File: src/rtl/core/cts_pkg.sv
`timescale 1ns / 1ps
// cts_pkg: shared types, codes and sizes for the CAN periodic transmit scheduler
// no dependencies

package cts_pkg;

  localparam int SINGLE_DEPTH = 16;
  localparam int CYCLIC_DEPTH = 16;
  localparam int LIST_DEPTH   = (SINGLE_DEPTH > CYCLIC_DEPTH) ? SINGLE_DEPTH : CYCLIC_DEPTH;
  localparam int LIST_IW      = (LIST_DEPTH > 1) ? $clog2(LIST_DEPTH) : 1;
  localparam int LIST_CW      = $clog2(LIST_DEPTH + 1);

  localparam int ID_W   = 29;
  localparam int LEN_W  = 4;
  localparam int DATA_W = 64;
  localparam int TIME_W = 32;
  localparam int ACT_W  = 3;

  typedef enum logic [ACT_W-1:0] {
    ACT_ADD_SINGLE = 3'd0,
    ACT_ADD_CYCLIC = 3'd1,
    ACT_DEL_CYCLIC = 3'd2,
    ACT_CLR_CYCLIC = 3'd3,
    ACT_TICK       = 3'd4
  } act_e;

  typedef enum logic [2:0] {
    ST_IDLE,
    ST_ADD,
    ST_FIND,
    ST_SCAN_S,
    ST_SCAN_C,
    ST_DIV,
    ST_UPD,
    ST_RESP
  } state_e;

  // one stored frame; period unused in the one-shot list
  typedef struct packed {
    logic [ID_W-1:0]   id;
    logic [LEN_W-1:0]  len;
    logic [DATA_W-1:0] data;
    logic [TIME_W-1:0] tm;
    logic [TIME_W-1:0] per;
  } entry_t;

  typedef struct packed {
    logic shift;
    logic load;
  } cell_ctrl_t;

  typedef struct packed {
    logic               shift_en;
    logic [LIST_IW-1:0] k;
    logic               load_en;
    logic [LIST_IW-1:0] tail;
  } list_ctrl_t;

endpackage

File: src/rtl/core/cts_div.sv
`timescale 1ns / 1ps
// cts_div: restoring divider giving the remainder, one bit per cycle
// depends on cts_pkg

module cts_div import cts_pkg::*; (
  input  logic              clk_i,
  input  logic              rst_ni,
  input  logic              start_i,
  input  logic [TIME_W-1:0] num_i,
  input  logic [TIME_W-1:0] den_i,
  output logic              done_o,
  output logic [TIME_W-1:0] rem_o
);

  localparam int CNT_W = $clog2(TIME_W);

  logic              run_q, done_q;
  logic [CNT_W-1:0]  cnt_q;
  logic [TIME_W-1:0] num_q, den_q, rem_q;
  logic [TIME_W:0]   trial;
  logic [TIME_W-1:0] rem_d;

  // one trial subtraction
  always_comb begin
    trial = {rem_q, num_q[TIME_W-1]};
    if (trial >= {1'b0, den_q}) begin
      rem_d = TIME_W'(trial - {1'b0, den_q});
    end else begin
      rem_d = trial[TIME_W-1:0];
    end
  end

  always_ff @(posedge clk_i or negedge rst_ni) begin
    if (!rst_ni) begin
      run_q  <= 1'b0;
      done_q <= 1'b0;
      cnt_q  <= '0;
    end else begin
      done_q <= 1'b0;
      if (start_i) begin
        run_q <= 1'b1;
        cnt_q <= '0;
      end else if (run_q) begin
        cnt_q <= cnt_q + 1'b1;
        if (cnt_q == CNT_W'(TIME_W - 1)) begin
          run_q  <= 1'b0;
          done_q <= 1'b1;
        end
      end
    end
  end

  // datapath
  always_ff @(posedge clk_i) begin
    if (start_i) begin
      num_q <= num_i;
      den_q <= den_i;
      rem_q <= '0;
    end else if (run_q) begin
      num_q <= num_q << 1;
      rem_q <= rem_d;
    end
  end

  assign done_o = done_q;
  assign rem_o  = rem_q;

endmodule

File: config.mk
export PLATFORM = sky130hd
export DESIGN_NAME = cts_div
export DESIGN_NICKNAME = d
export VERILOG_FILES = /design/src/rtl/core/cts_pkg.sv /design/src/rtl/core/cts_div.sv
export SDC_FILE = /design/constraint.sdc
export NUM_CORES = 1
export LEC_CHECK = 0
export ABC_AREA = 0
export ABC_CLOCK_PERIOD_IN_PS = 5500
export BUFFER_PORTS_ARGS = -buffer_cell sky130_fd_sc_hd__buf_2
export CAP_MARGIN = 10
export CORE_ASPECT_RATIO = 0.9
export CORE_UTILIZATION = 30
export DETAILED_ROUTE_END_ITERATION = 7
export GPL_ROUTABILITY_DRIVEN = 0
export PLACE_DENSITY = 0.5
export SETUP_SLACK_MARGIN = 0.05
export SLEW_MARGIN = 20
export SYNTH_ARGS = -nofsm -noshare
export SYNTH_HDL_FRONTEND = slang
export SYNTH_SLANG_ARGS = --single-unit
File: constraint.sdc
create_clock -name clk_i -period 5.5 [get_ports clk_i]
set_input_delay 0 -clock clk_i [delete_from_list [all_inputs] [get_ports clk_i]]
set_output_delay 0 -clock clk_i [all_outputs]
set_load 0.02 [all_outputs]
**Word level (Yosys, flattened, before mapping)**

Index checks and enable logic that the tools add are counted.

- Muxes and demuxes: 11
- Reductions and logical operators: 1
- Magnitude comparators: 1
- $add $sub $neg: 2
- Equal/unequal tests: 1

Operators with widths:

| cell | count |
|---|---|
| $mux W32 | 3 |
| $ge A33 B32 Y1 | 1 |
| $sub A32 B32 Y32 | 1 |
| $mux W5 | 2 |
| $mux W1 | 6 |
| $add A5 B1 Y5 const B | 1 |
| $eq A5 B5 Y1 const B | 1 |
| $reduce_bool A2 Y1 | 1 |

- Bits in registers: 103
- Output and inout port bits: 33
- Logic and storage cells: 22

**Logic depth before layout (Yosys ltp)**

- Depth after elaboration: 4
- Gate-level depth with buffers: 12

**Worst setup path after synthesis**

Ideal clock, no wire load.

- Path type: reg-to-reg
- Start: register num_q[31]
- End: register rem_q[30], in the netlist rem_o[30]
- Clock period less this slack: 2.944 ns
- Path slack: 2.556 ns
- Buffers on the path: 0
- Cell stages (with the launch flop): 13
- Data required time: 5.382 ns
- Arrival: 2.826 ns
- Cells stage by stage: edfxtp_1 inv_1 ha_1 inv_1 fa_1 a21o_1 a221o_1 o41ai_2 o311ai_1 a221o_1 a41oi_2 mux2i_1 o21ai_1

- Longest elaborated chain between the ends: 2
- Elaborated cells between the ends (all ways): 3

RTL lines:

| element | line | source |
|---|---|---|
| start, declared | cts_div.sv:19 | `logic [TIME_W-1:0] num_q, den_q, rem_q;` |
| start signal, assigned | cts_div.sv:56 | `num_q <= num_i;` |
| start signal, assigned | cts_div.sv:60 | `num_q <= num_q << 1;` |
| $sub A32 B32 Y32 / $ge A33 B32 Y1 (equally long branches) | cts_div.sv:27, cts_div.sv:26 |  |
| $mux W32 * | cts_div.sv:26 | `if (trial >= {1'b0, den_q}) begin` |
| end signal, assigned | cts_div.sv:61 | `rem_q <= rem_d;` |
| end, declared | cts_div.sv:19 |  |

Every way passes the cells marked *; elsewhere a longest branch is shown, timed or not.
A chain may end at the register's enable or synchronous reset.

**Worst setup path in the final report**

Same ends and word-level chain as after synthesis.

==> impl_summary.md <==
Clock tree
Counting the buffers created by CTS gives 9. Post-CTS timing repair inserted 0 buffers for setup. Clock-pin slew was measured on the worst setup and hold paths at 80 ps. The root buffer cell chosen for the clock tree is clkbuf_16. The H-tree depth is 3.

The number of instances resized during post-cts repair is 0. The CTS tree is built. The hold buffer count at CTS is 65.

The buffer levels on the longest clock path is 2. The latest clock arrival within the worst-skew pair is 360 ps. CTS saw 103 sinks.

GRT
The total routing resource utilization after global routing is 16.7%. The via count of the first global-routing pass is 5,114. The first global-routing pass estimated 26,200 µm of wire. Entering global routing, the biggest net connects 68 pins. The initial antenna violation count is 0. After global routing the overflow that remains totals 0.

Timing
The number of endpoints failing setup at the final stage is 0. For the pin with the worst max-slew slack, the measured transition is 849 ps. The sum of negative setup slack is 0 ps. The shortest period the worst path allows is 3510 ps.

Between clock sinks in the finished design, the worst skew comes to 10.3 ps. The number of max-slew violations in the final report is 0. Of the available clock period, the critical path in the final layout requires 63.8%. The maximum clock frequency is 0.285 GHz.

Setup repair after global routing left no endpoint under its margin. The setup slack after layout is 1990 ps. In this run the tightest slew margin relative to its limit is 43.4%. The number of hold violations in the final report was 0.

Route
After detailed routing, the number of remaining DRC violations is 0. The violation count after the first detailed-route iteration is 343. The final layout contains routed wiring with a total length of 15,900 µm. The total vias in the final route is 4,970. The detail-routed via count per cell is 5.02. The final routed wire length divided by cell count is 16.0 µm. The first detailed-routing pass took 5 iterations. Once detail routing completed, the nets flagged for antenna violations numbered 0.

Power
In this run switching power makes up 40.7% of total power. The worst-case IR drop observed on VDD is 202 µV. The internal power is 0.00190 W.

The analysis attributes to cell leakage a power of 3.32 nW. The fraction of power consumed by sequential logic is 33.9%. For this design the ratio of total power to cell area is 422 nW/µm². The share of power burned in the clock network is 20.2%. The combinational share of power is 45.9%.

The analysis attributes to net switching a power of 0.00130 W.

Logic synthesis
Counting flops with a built-in enable in the synthesized netlist gives 64. After synthesis, the netlist uses 59 different library cells. Synthesis inferred 103 register bits.

The dominant cell type by area after synthesis is edfxtp_1. The number of nets handed over by synthesis was 680. Sequential cells were found to cover 46.4% of the synthesized design area. Counting flops with an async set or reset pin after synthesis yields a share of 6.80%. The cell count after synthesis is 578. For this run, the leading register cell type out of synthesis is edfxtp_1. Sorting the synthesized cells by area gives the leading types as edfxtp_1 (33%), dfxtp_1 (11%), ha_1 (7.2%). The portion of synthesized cell area occupied by the leading cell type is 32.6%. During synthesis, Yosys emitted a total of 0 warnings. The post-synth design cell area is 5900 µm². The post-synthesis average cell area is 10.2 µm².

Floorplanning
The vertical extent of the die is 135 µm. The core region is 19,200 µm². The total die area is 20,200 µm².

The number of primary I/O pins is 100. The starting utilization of the core area is 30.7%. The die is 150 µm wide. The floorplan has 48 rows.

Setup path
The startpoint type of the worst setup path is a flip-flop. The worst setup path is captured at a flip-flop. Counting cells, the worst reg-to-reg path comes to 12. STA puts the critical path data required time at 5750 ps.

For this run, the slowest stage of the critical path takes 460 ps. The critical path in this run is classified as reg2reg. Along the worst path, the maximum fanout reaches 4.

The arrival time at the worst endpoint is 3760 ps. The slowest cell on the critical path is o41ai_2. The signal on the critical path passes through inv_1 -> ha_1 -> inv_1 -> fa_1 -> a21o_1 -> a221o_1 -> o41ai_2 -> o311ai_1 -> a221o_1 -> a41oi_2 -> mux2i_1 -> o21ai_1.

Cells and area
From synthesis to final layout, the design area changed by 28.8%. The total area of multi-input combinational cells is 2900 µm². The post-route netlist has 21.2% of its cells at a drive strength greater than 1. After filler insertion, the fill cell instance count of the layout stands at 1,991. The number of antenna cells inserted is 0. For this run, the post-layout net count is 837. The sequential cell area is 2740 µm².

Job
Across the run, the number of max-cap violations was 0.

Status
The flow ran to the end, and the final reports show no timing, DRC or antenna violations.

Worst hold path
The class of the tightest hold or removal check is in2async.

Placed design
Input and output buffers added on the ports amount to 99. The post-placement worst setup slack is 2000 ps. Summed over all nets, the half-perimeter wirelength after detailed placement is 11,100 µm.
-- cells by family after synthesis --
logic type                 Yosys count  synth area share, %
and+or+nand+nor                    162                 12.9
AOI/OAI and AO/OA                  141                 16.7
DFF                                103                 46.4
buffers and inverters               67                 4.39
muxes                               45                 8.29
adders and majority gates           35                 7.55
xor gates and xnor gates            25                 3.71
-- metal layers --
layer | global-route usage [%] | up-vias | part of all wire, %
met4 | 4.66 | 0 | 1.4
met1 | 22.9 | 2406 | 49
met5 | 0 | - | 0
li1 | - | 2440 | -
met2 | 25.8 | 107 | 45
met3 | 4.43 | 17 | 4.8
-- area by class of cell --
| class | instances | share of cell area, % |
|---|---|---|
| multi-input combinational | 408 | 38.2 |
| sequential | 103 | 36.0 |
| timing repair buffer | 170 | 15.7 |
| tap | 250 | 4.12 |
| clock buffer | 10 | 3.01 |
| inverter | 43 | 2.12 |
| clock inverter | 6 | 0.807 |
-- worst max-delay path, delay by kind of cell, from the launching register on --
kind / cells / cell delay (ps)
compound gates: 7 / 2080
fa+ha+maj: 2 / 570
flops: 1 / 390
mux: 1 / 250
buf+inv: 2 / 130
-- Yosys cell counts (2+ instances only) --
cell type,count
a32oi_1,4
a21oi_1,30
o221ai_1,3
a311oi_1,14
nand2_1,54
a221o_1,2
o31ai_1,5
xor2_1,11
nand3_1,9
a41oi_2,2
a21o_1,18
nor2b_1,5
nor2_1,45
a211oi_1,3
nor3_1,6
and2_1,4
o21a_1,3
xnor2_1,14
nand2b_1,8
dfxtp_1,32
clkbuf_1,20
nand4_1,9
o21ai_1,11
edfxtp_1,64
mux2_2,31
o21ai_0,16
o211ai_1,4
buf_2,3
o21bai_1,5
inv_1,43
nand4b_1,2
ha_1,34
dfrtp_1,7
o32ai_1,2
nor4_1,4
a31oi_1,7
or3_1,5
and3_1,5
mux2i_1,14
-- cells in the final DEF (no fill, tap or decap), drive strengths merged, types with 6 or more instances in the layout --
cell type / count
o21ai: 27
nand4: 9
mux2: 31
dlygate4sd3: 65
ha: 34
clkbuf: 10
a21oi: 30
a311oi: 14
buf: 105
mux2i: 14
nand2: 54
dfrtp: 7
nand3: 9
a21o: 18
xor2: 11
nor3: 6
nand2b: 8
xnor2: 14
nor2: 46
inv: 43
a31oi: 7
dfxtp: 32
edfxtp: 64
-- per-stage QoR --
stage,util (%),power (W),instance area (µm²),std cells,hold slack (ps)
2_1_floorplan,-,0.00212,5900,578,-296
3_3_place_gp,34.6,0.00251,6660,909,-162
3_5_place_dp,34.6,0.00252,6660,909,-156
4_1_cts,39.5,0.00323,7600,990,23.7
5_1_grt,39.5,0.00344,7600,990,26.8
6_report,39.5,0.00321,7600,990,29.1
-- flip-flops by register name, indices dropped and copies added (netlist names) --
register  flops
num_q        32
rem_o        32
den_q        32
cnt_q         5
run_q         1
done_o        1
-- path summary, 6_finish.rpt --
path                       startpoint   endpoint  slack, ps
max                         num_q[31]  rem_o[30]       1990
max in group asynchronous      rst_ni   cnt_q[3]       5310
min reg2reg                 rem_o[12]  rem_o[12]        490
max reg2reg                 num_q[31]  rem_o[30]       1990
min                            rst_ni      run_q         30
min in group clk_i            start_i  den_q[23]        260
-- power groups by stage --
stage	combinational, W	clock, W	sequential (W)
after global routing	0.00163	0.000701	0.00111
after global placement	0.00141	0	0.00110
after floorplan	0.000946	0	0.00118
after detailed placement	0.00142	0	0.00110
final	0.00147	0.000648	0.00109
after CTS	0.00147	0.000672	0.00109
Power figures use the tool's default switching activity.
