**src/rtl/core/cts_pkg.sv**
```systemverilog
`timescale 1ns / 1ps
// cts_pkg: shared types, codes and sizes for the CAN periodic transmit scheduler
// no dependencies

package cts_pkg;

  localparam int SINGLE_DEPTH = 16;
  localparam int CYCLIC_DEPTH = 16;
  localparam int LIST_DEPTH   = (SINGLE_DEPTH > CYCLIC_DEPTH) ? SINGLE_DEPTH : CYCLIC_DEPTH;
  localparam int LIST_IW      = (LIST_DEPTH > 1) ? $clog2(LIST_DEPTH) : 1;
  localparam int LIST_CW      = $clog2(LIST_DEPTH + 1);

  localparam int ID_W   = 29;
  localparam int LEN_W  = 4;
  localparam int DATA_W = 64;
  localparam int TIME_W = 32;
  localparam int ACT_W  = 3;

  typedef enum logic [ACT_W-1:0] {
    ACT_ADD_SINGLE = 3'd0,
    ACT_ADD_CYCLIC = 3'd1,
    ACT_DEL_CYCLIC = 3'd2,
    ACT_CLR_CYCLIC = 3'd3,
    ACT_TICK       = 3'd4
  } act_e;

  typedef enum logic [2:0] {
    ST_IDLE,
    ST_ADD,
    ST_FIND,
    ST_SCAN_S,
    ST_SCAN_C,
    ST_DIV,
    ST_UPD,
    ST_RESP
  } state_e;

  // one stored frame; period unused in the one-shot list
  typedef struct packed {
    logic [ID_W-1:0]   id;
    logic [LEN_W-1:0]  len;
    logic [DATA_W-1:0] data;
    logic [TIME_W-1:0] tm;
    logic [TIME_W-1:0] per;
  } entry_t;

  typedef struct packed {
    logic shift;
    logic load;
  } cell_ctrl_t;

  typedef struct packed {
    logic               shift_en;
    logic [LIST_IW-1:0] k;
    logic               load_en;
    logic [LIST_IW-1:0] tail;
  } list_ctrl_t;

endpackage

```
**src/rtl/core/cts_cell.sv**
```systemverilog
`timescale 1ns / 1ps
// cts_cell: one entry of a frame list, takes its neighbour or a new frame
// depends on cts_pkg

module cts_cell import cts_pkg::*; (
  input  logic       clk_i,
  input  cell_ctrl_t ctrl_i,
  input  entry_t     nbr_i,
  input  entry_t     new_i,
  output entry_t     q_o
);

  entry_t ent_q, ent_d;

  // load wins over shift
  always_comb begin
    ent_d = ent_q;
    if (ctrl_i.load) begin
      ent_d = new_i;
    end else if (ctrl_i.shift) begin
      ent_d = nbr_i;
    end
  end

  always_ff @(posedge clk_i) begin
    ent_q <= ent_d;
  end

  assign q_o = ent_q;

endmodule

```
**src/rtl/core/cts_list.sv**
```systemverilog
`timescale 1ns / 1ps
// cts_list: row of cells forming a compacting frame list with one read port
// depends on cts_pkg, cts_cell

module cts_list import cts_pkg::*; (
  input  logic               clk_i,
  input  list_ctrl_t         ctrl_i,
  input  entry_t             new_i,
  input  logic [LIST_IW-1:0] rd_idx_i,
  output entry_t             rd_o
);

  entry_t ent [LIST_DEPTH];

  // each cell shifts from its upper neighbour at or above the removed slot
  for (genvar g = 0; g < LIST_DEPTH; g++) begin : g_cell
    cell_ctrl_t cc;
    entry_t     nbr;
    assign cc.load  = ctrl_i.load_en && (ctrl_i.tail == LIST_IW'(g));
    assign cc.shift = ctrl_i.shift_en && (LIST_IW'(g) >= ctrl_i.k);
    if (g == LIST_DEPTH - 1) begin : g_last
      assign nbr = ent[g];
    end else begin : g_mid
      assign nbr = ent[g+1];
    end
    cts_cell u_cell (
      .clk_i  (clk_i),
      .ctrl_i (cc),
      .nbr_i  (nbr),
      .new_i  (new_i),
      .q_o    (ent[g])
    );
  end

  assign rd_o = ent[rd_idx_i];

endmodule

```
**config.mk**
```make
export PLATFORM = sky130hd
export DESIGN_NAME = cts_list
export DESIGN_NICKNAME = d
export VERILOG_FILES = /design/src/rtl/core/cts_pkg.sv /design/src/rtl/core/cts_cell.sv /design/src/rtl/core/cts_list.sv
export SDC_FILE = /design/constraint.sdc
export NUM_CORES = 2
export LEC_CHECK = 0
export BUFFER_PORTS_ARGS = -buffer_cell sky130_fd_sc_hd__buf_4
export CORE_AREA = 3 3 540 542
export DETAILED_ROUTE_END_ITERATION = 10
export DIE_AREA = 0 0 543 545
export PLACE_DENSITY = 0.68
export SLEW_MARGIN = 25
export SYNTH_ARGS = -nofsm -noshare
export SYNTH_HDL_FRONTEND = slang
export SYNTH_SLANG_ARGS = --single-unit
export TNS_END_PERCENT = 50
```
**constraint.sdc**
```tcl
create_clock -name clk_i -period 28.2 [get_ports clk_i]
set_clock_uncertainty 0.1 [all_clocks]
set_input_delay 4.23 -clock clk_i [delete_from_list [all_inputs] [get_ports clk_i]]
set_output_delay 4.23 -clock clk_i [all_outputs]
set_load 0.03 [all_outputs]
```
; Word level (Yosys, flattened, before mapping)
; Index checks and enable logic that the tools add are counted.
[word_totals]
reg_bits = 2576
in_bits = 176
out_inout_bits = 161
elab_cells = 192
[op_classes]
n_lt_le_gt_ge = 16
n_eq_ne = 15
n_mux = 33
bitwise_logic = 1
n_reduce_logical = 47
[op_table]
columns = operator, count
row1 = $mux 161, 32
row2 = $bmux 161 s4, 1
row3 = $eq 4x4->1 const B, 8
row4 = $logic_and 1x1->1, 31
row5 = $reduce_bool 2->1, 15
row6 = $ge 4x4->1 const A, 7
row7 = $eq 4x3->1 const B, 4
row8 = $ge 3x4->1 const A, 4
row9 = $eq 4x2->1 const B, 2
row10 = $ge 1x4->1 const A, 2
row11 = $ge 2x4->1 const A, 2
row12 = $ge 5x5->1 const B, 1
row13 = $not 4->5, 1
row14 = $eq 4x1->1 const B, 1
row15 = $logic_not 4->1, 1

; Depth between registers and ports, before layout
[logic_depth]
ltp_word = 4
mapped_depth = 8
ltp_nobuf = 4

; Cells and area by module
; A second synthesis with hierarchy kept.
[unflattened]
hier_cells = 7182
area_unflattened_um2 = 133463.0
[modules_own_cells]
columns = mod, instances, cells_each, area_each_um2, seq_area_each_um2
row1 = cts_cell, 16, 341, 7103.1, 4834.6
row2 = cts_list, 1, 1726, 19814.0, 0.0

; Worst setup path after synthesis
; Ideal clock, no wire load.
[synth_path]
path_type = input to register
from = in ctrl_i[7] (netlist bit)
to = reg g_cell[8].u_cell.ent_q, in the netlist g_cell[8].u_cell.q_o[0], enable pin
setup_time_ns = 1.229
t_arrival_ns = 22.912
required_time_ns = 26.871
path_slack_ns = 3.958
stages = 3
n_path_buf = 1
cell_sequence = clkbuf_1 nand2b_1 o311ai_0
[synth_between]
elab_chain_cells = 3
[synth_lines]
columns = item, line_no
row1 = from (decl), cts_list.sv:7  ; input list_ctrl_t ctrl_i,
row2 = $ge 4x4->1, cts_list.sv:20  ; assign cc.shift = ctrl_i.shift_en && (LIST_IW'(g) >= ctrl_i.k);
row3 = $logic_and 1x1->1, cts_list.sv:20
row4 = $reduce_bool 2->1 (no line), --
row5 = to (signal assigned), cts_cell.sv:26  ; ent_q <= ent_d;
row6 = to (decl), cts_cell.sv:13  ; entry_t ent_q, ent_d;
; Every way passes these cells.
; A chain may end at the register's enable or synchronous reset.

==> flow_metrics.tcl <==
set metrics [dict create \
    status "finished, final reports clean" \
    setup_ws_ns 15.29 \
    syn_area_um2 126000 \
    grt_pass1_vias 75369 \
    drc 0 \
    power_density_nw_per_um2 64.7 \
    largest_reg_flops 2576 \
    grt_max_degree 111 \
    rows 197 \
    worstSetupStartpointType "primary input" \
    detail_route.first_pass.iterations 7 \
    area_delta_synth_final_pct 11.9 \
    drt_iter0_markers 8076 \
    comb_power_share_pct 10.5 \
    cp-end-kind "output pin" \
    wl_mm 387 \
    pre_cts_slack_ns 15.15 \
    crit_path_end "rd_o[159]" \
    gp_congestion 0.781 \
    netlist_instances 7325 \
    setup_viol_count_final 0 \
    syn_area_per_cell_um2 17.2 \
    cts_tree "built" \
    cts_inserted_buffers 289 \
    yosysUniqueCellTypes 35 \
    max_freq_mhz 77.5 \
    max_slew.worst_pin.slew_ns 1.17 \
    cap_viol_max_count 0 \
    ff2ff_path_depth 1 \
    grt_setup_unrepaired "no" \
    clk_pin_slew_ns 0.06 \
    grt_use_total_pct 25.5 \
    slew_headroom_pct 21.7 \
    synth.ff_latch_count 2576 \
    core_um2 287000 \
    ff2ff_setup_slack_ns 27.10 \
    drv_slew 0 \
    antenna_found_initial 58 \
    vias_per_cell 6.39 \
    power_frac_clock_pct 39.7 \
    cp.arrival_ns 8.58 \
    die-area_um2 296000 \
    synth-seq-area-share_pct 61.2 \
    root_buffer "clkbuf_16" \
    worstSetupPathType "in2out" \
    p_leak_uw 0.0477 \
    fin_nets 7598 \
    power_frac_seq_pct 49.8 \
    fp.dieH_um 545 \
    internal_power_uw 6900 \
    timing.rr.end "g_cell[2].u_cell.q_o[152]" \
    place_hpwl_mm 206 \
    postCtsSetupRepairBufs 0 \
    num-fill-cells 23718 \
    swShare_pct 24.6 \
    port_buffers 336 \
    wl_per_cell_um 33.8 \
    drive_above_1_share_pct 48.7 \
    cts_buffer_depth 4 \
    path_max_fanout 58 \
    gr-total-overflow 0 \
    crit_required_ns 23.87 \
    grt_pass1_wl_mm 553 \
    fin_crit_ns 12.91 \
    hold_path_class "reg2reg" \
    post_cts_resized 0 \
    die_x_um 543 \
    ant_nets 0 \
    p_sw_uw 2250 \
    ios 337 \
    yosysWarnings 0 \
    num_vias 73213 \
    ctsHoldBuffers 0 \
    vdd_drop_max_uv 52.0 \
    fin_tns_setup_ns 0 \
    initial_utilization_pct 44.0 \
    critPathLaunch "rd_idx_i[0]" \
    numClockSinks 2576 \
    synth_nets 7501 \
    rr_startpoint "g_cell[3].u_cell.q_o[152]" \
    h-tree-depth 5 \
    fin_crit_sh_pct 45.8 \
    finalHoldViolCount 0 \
    worstSkewPairLatency_ns 0.90 \
]
==> synthesized netlist by cell type <==
| library cell | count | area (µm²) |
|---|---|---|
| nand4_1 | 1 | 6.26 |
| mux2_1 | 12 | 135 |
| mux2i_1 | 461 | 4610 |
| clkbuf_1 | 307 | 1150 |
| mux2_2 | 2404 | 27100 |
| or2_2 | 1 | 6.26 |
| buf_4 | 17 | 128 |
| nand2b_1 | 8 | 50.1 |
| and2_1 | 3 | 18.8 |
| o211ai_1 | 2 | 15.0 |
| or3_1 | 2 | 12.5 |
| o21bai_1 | 1 | 7.51 |
| a21oi_1 | 1 | 5.00 |
| o311ai_0 | 1 | 8.76 |
| buf_1 | 35 | 131 |
| o221ai_1 | 1 | 8.76 |
| nand3_1 | 117 | 586 |
| o31ai_1 | 1 | 7.51 |
| a22oi_1 | 435 | 3270 |
| a31oi_1 | 1 | 6.26 |
| o41ai_1 | 1 | 8.76 |
| nor2b_1 | 8 | 50.1 |
| nand2_1 | 164 | 616 |
| o22ai_1 | 2 | 12.5 |
| o21a_1 | 1 | 7.51 |
| a21o_1 | 4 | 30.0 |
| and3_1 | 1 | 6.26 |
| nor2_1 | 14 | 52.6 |
| buf_2 | 322 | 1610 |
| a22o_1 | 1 | 8.76 |
| o21ai_0 | 3 | 15.0 |
| mux4_2 | 413 | 9300 |
| nor3b_1 | 1 | 7.51 |
| nand3b_1 | 3 | 22.5 |
| edfxtp_1 | 2576 | 77400 |
==> final cells by class <==
cell class              instances  area (µm²)  share of cell area, %
flip-flops and latches       2576       77400                   54.7
clock buffers                 358        7620                   5.39
well taps                    3781        4730                   3.35
repair buffers                487        3990                   2.82
clock inverters               156        1330                  0.938
multi-input cells            4068       46300                   32.7
diodes                         27        67.6                 0.0478
==> cells in the final DEF (no fill, tap or decap), types with 4 or more instances in the layout <==
cell,count
nand2b_1,5
mux2i_1,461
nand2_1,162
buf_8,4
clkbuf_16,295
mux2_1,12
buf_12,19
mux2_2,2404
nor2_4,12
mux4_2,413
diode_2,27
clkinv_8,6
clkinv_1,70
nor2b_4,6
inv_6,8
nand3_1,117
clkinv_2,45
clkinvlp_4,4
buf_4,459
a22oi_1,435
clkbuf_1,63
clkinv_16,5
edfxtp_1,2576
inv_16,5
bufinv_16,13
==> critical path, cell delays in order <==
cell and delay [ns]:
buf_8 0.36, buf_4 0.85, buf_4 0.90, buf_4 0.90, mux4_2 0.60, a22oi_1 0.18
nand2_1 0.14, buf_4 0.20
==> power by group through the flow <==
stage | clock, µW | combinational, µW | sequential, µW
after floorplan | 0 | 603 | 4660
final | 3630 | 963 | 4560
after CTS | 3690 | 962 | 4560
after global placement | 0 | 943 | 4620
after global routing | 3850 | 1010 | 4580
after detailed placement | 0 | 959 | 4630
==> worst min-delay path by stage <==
stage                                          start  slack, ns  cells after the start                          to
after floorplan            g_cell[3].u_cell.q_o[151]       0.43                      1   g_cell[2].u_cell.q_o[151]
after global placement     g_cell[3].u_cell.q_o[153]       0.44                      1   g_cell[2].u_cell.q_o[153]
after detailed placement   g_cell[2].u_cell.q_o[157]       0.45                      1   g_cell[1].u_cell.q_o[157]
after CTS                  g_cell[9].u_cell.q_o[116]       0.44                      1   g_cell[8].u_cell.q_o[116]
after global routing       g_cell[9].u_cell.q_o[116]       0.46                      1   g_cell[8].u_cell.q_o[116]
final                     g_cell[15].u_cell.q_o[156]       0.44                      1  g_cell[14].u_cell.q_o[156]
==> metrics by stage <==
stage / std cells / power [µW] / cell area (µm²) / utilization [%] / hold WS (ns)
global placement: 10907 / 5570 / 132000 / 46.0 / 0.439
finish: 11453 / 9150 / 141000 / 49.2 / 0.445
CTS: 11425 / 9210 / 141000 / 49.2 / 0.439
detailed placement: 10911 / 5590 / 132000 / 46.0 / 0.452
floorplan: 7325 / 5260 / 126000 / - / 0.430
global route: 11439 / 9440 / 141000 / 49.2 / 0.459
==> kinds of logic (layout without fill, tap and decap cells) <==
kind of cell | count (synthesis) | after routing | synth area share [%]
muxes | 3290 | 3290 | 32.5
DFF | 2576 | 2576 | 61.2
AOI/OAI and AO/OA | 455 | 455 | 2.70
buffers and inverters | 681 | 1001 | 2.39
and+or+nand+nor | 323 | 323 | 1.13
other | 0 | 27 | 0
==> routing by layer <==
metal	routed length (µm)	track usage, %	vias to the layer above
li1	-	-	29838
met1	154000	34.2	38903
met2	185000	41.9	3741
met3	35800	5.17	703
met4	12200	8.00	28
met5	191	0	-
No activity file was read; power rests on OpenSTA's default activity.
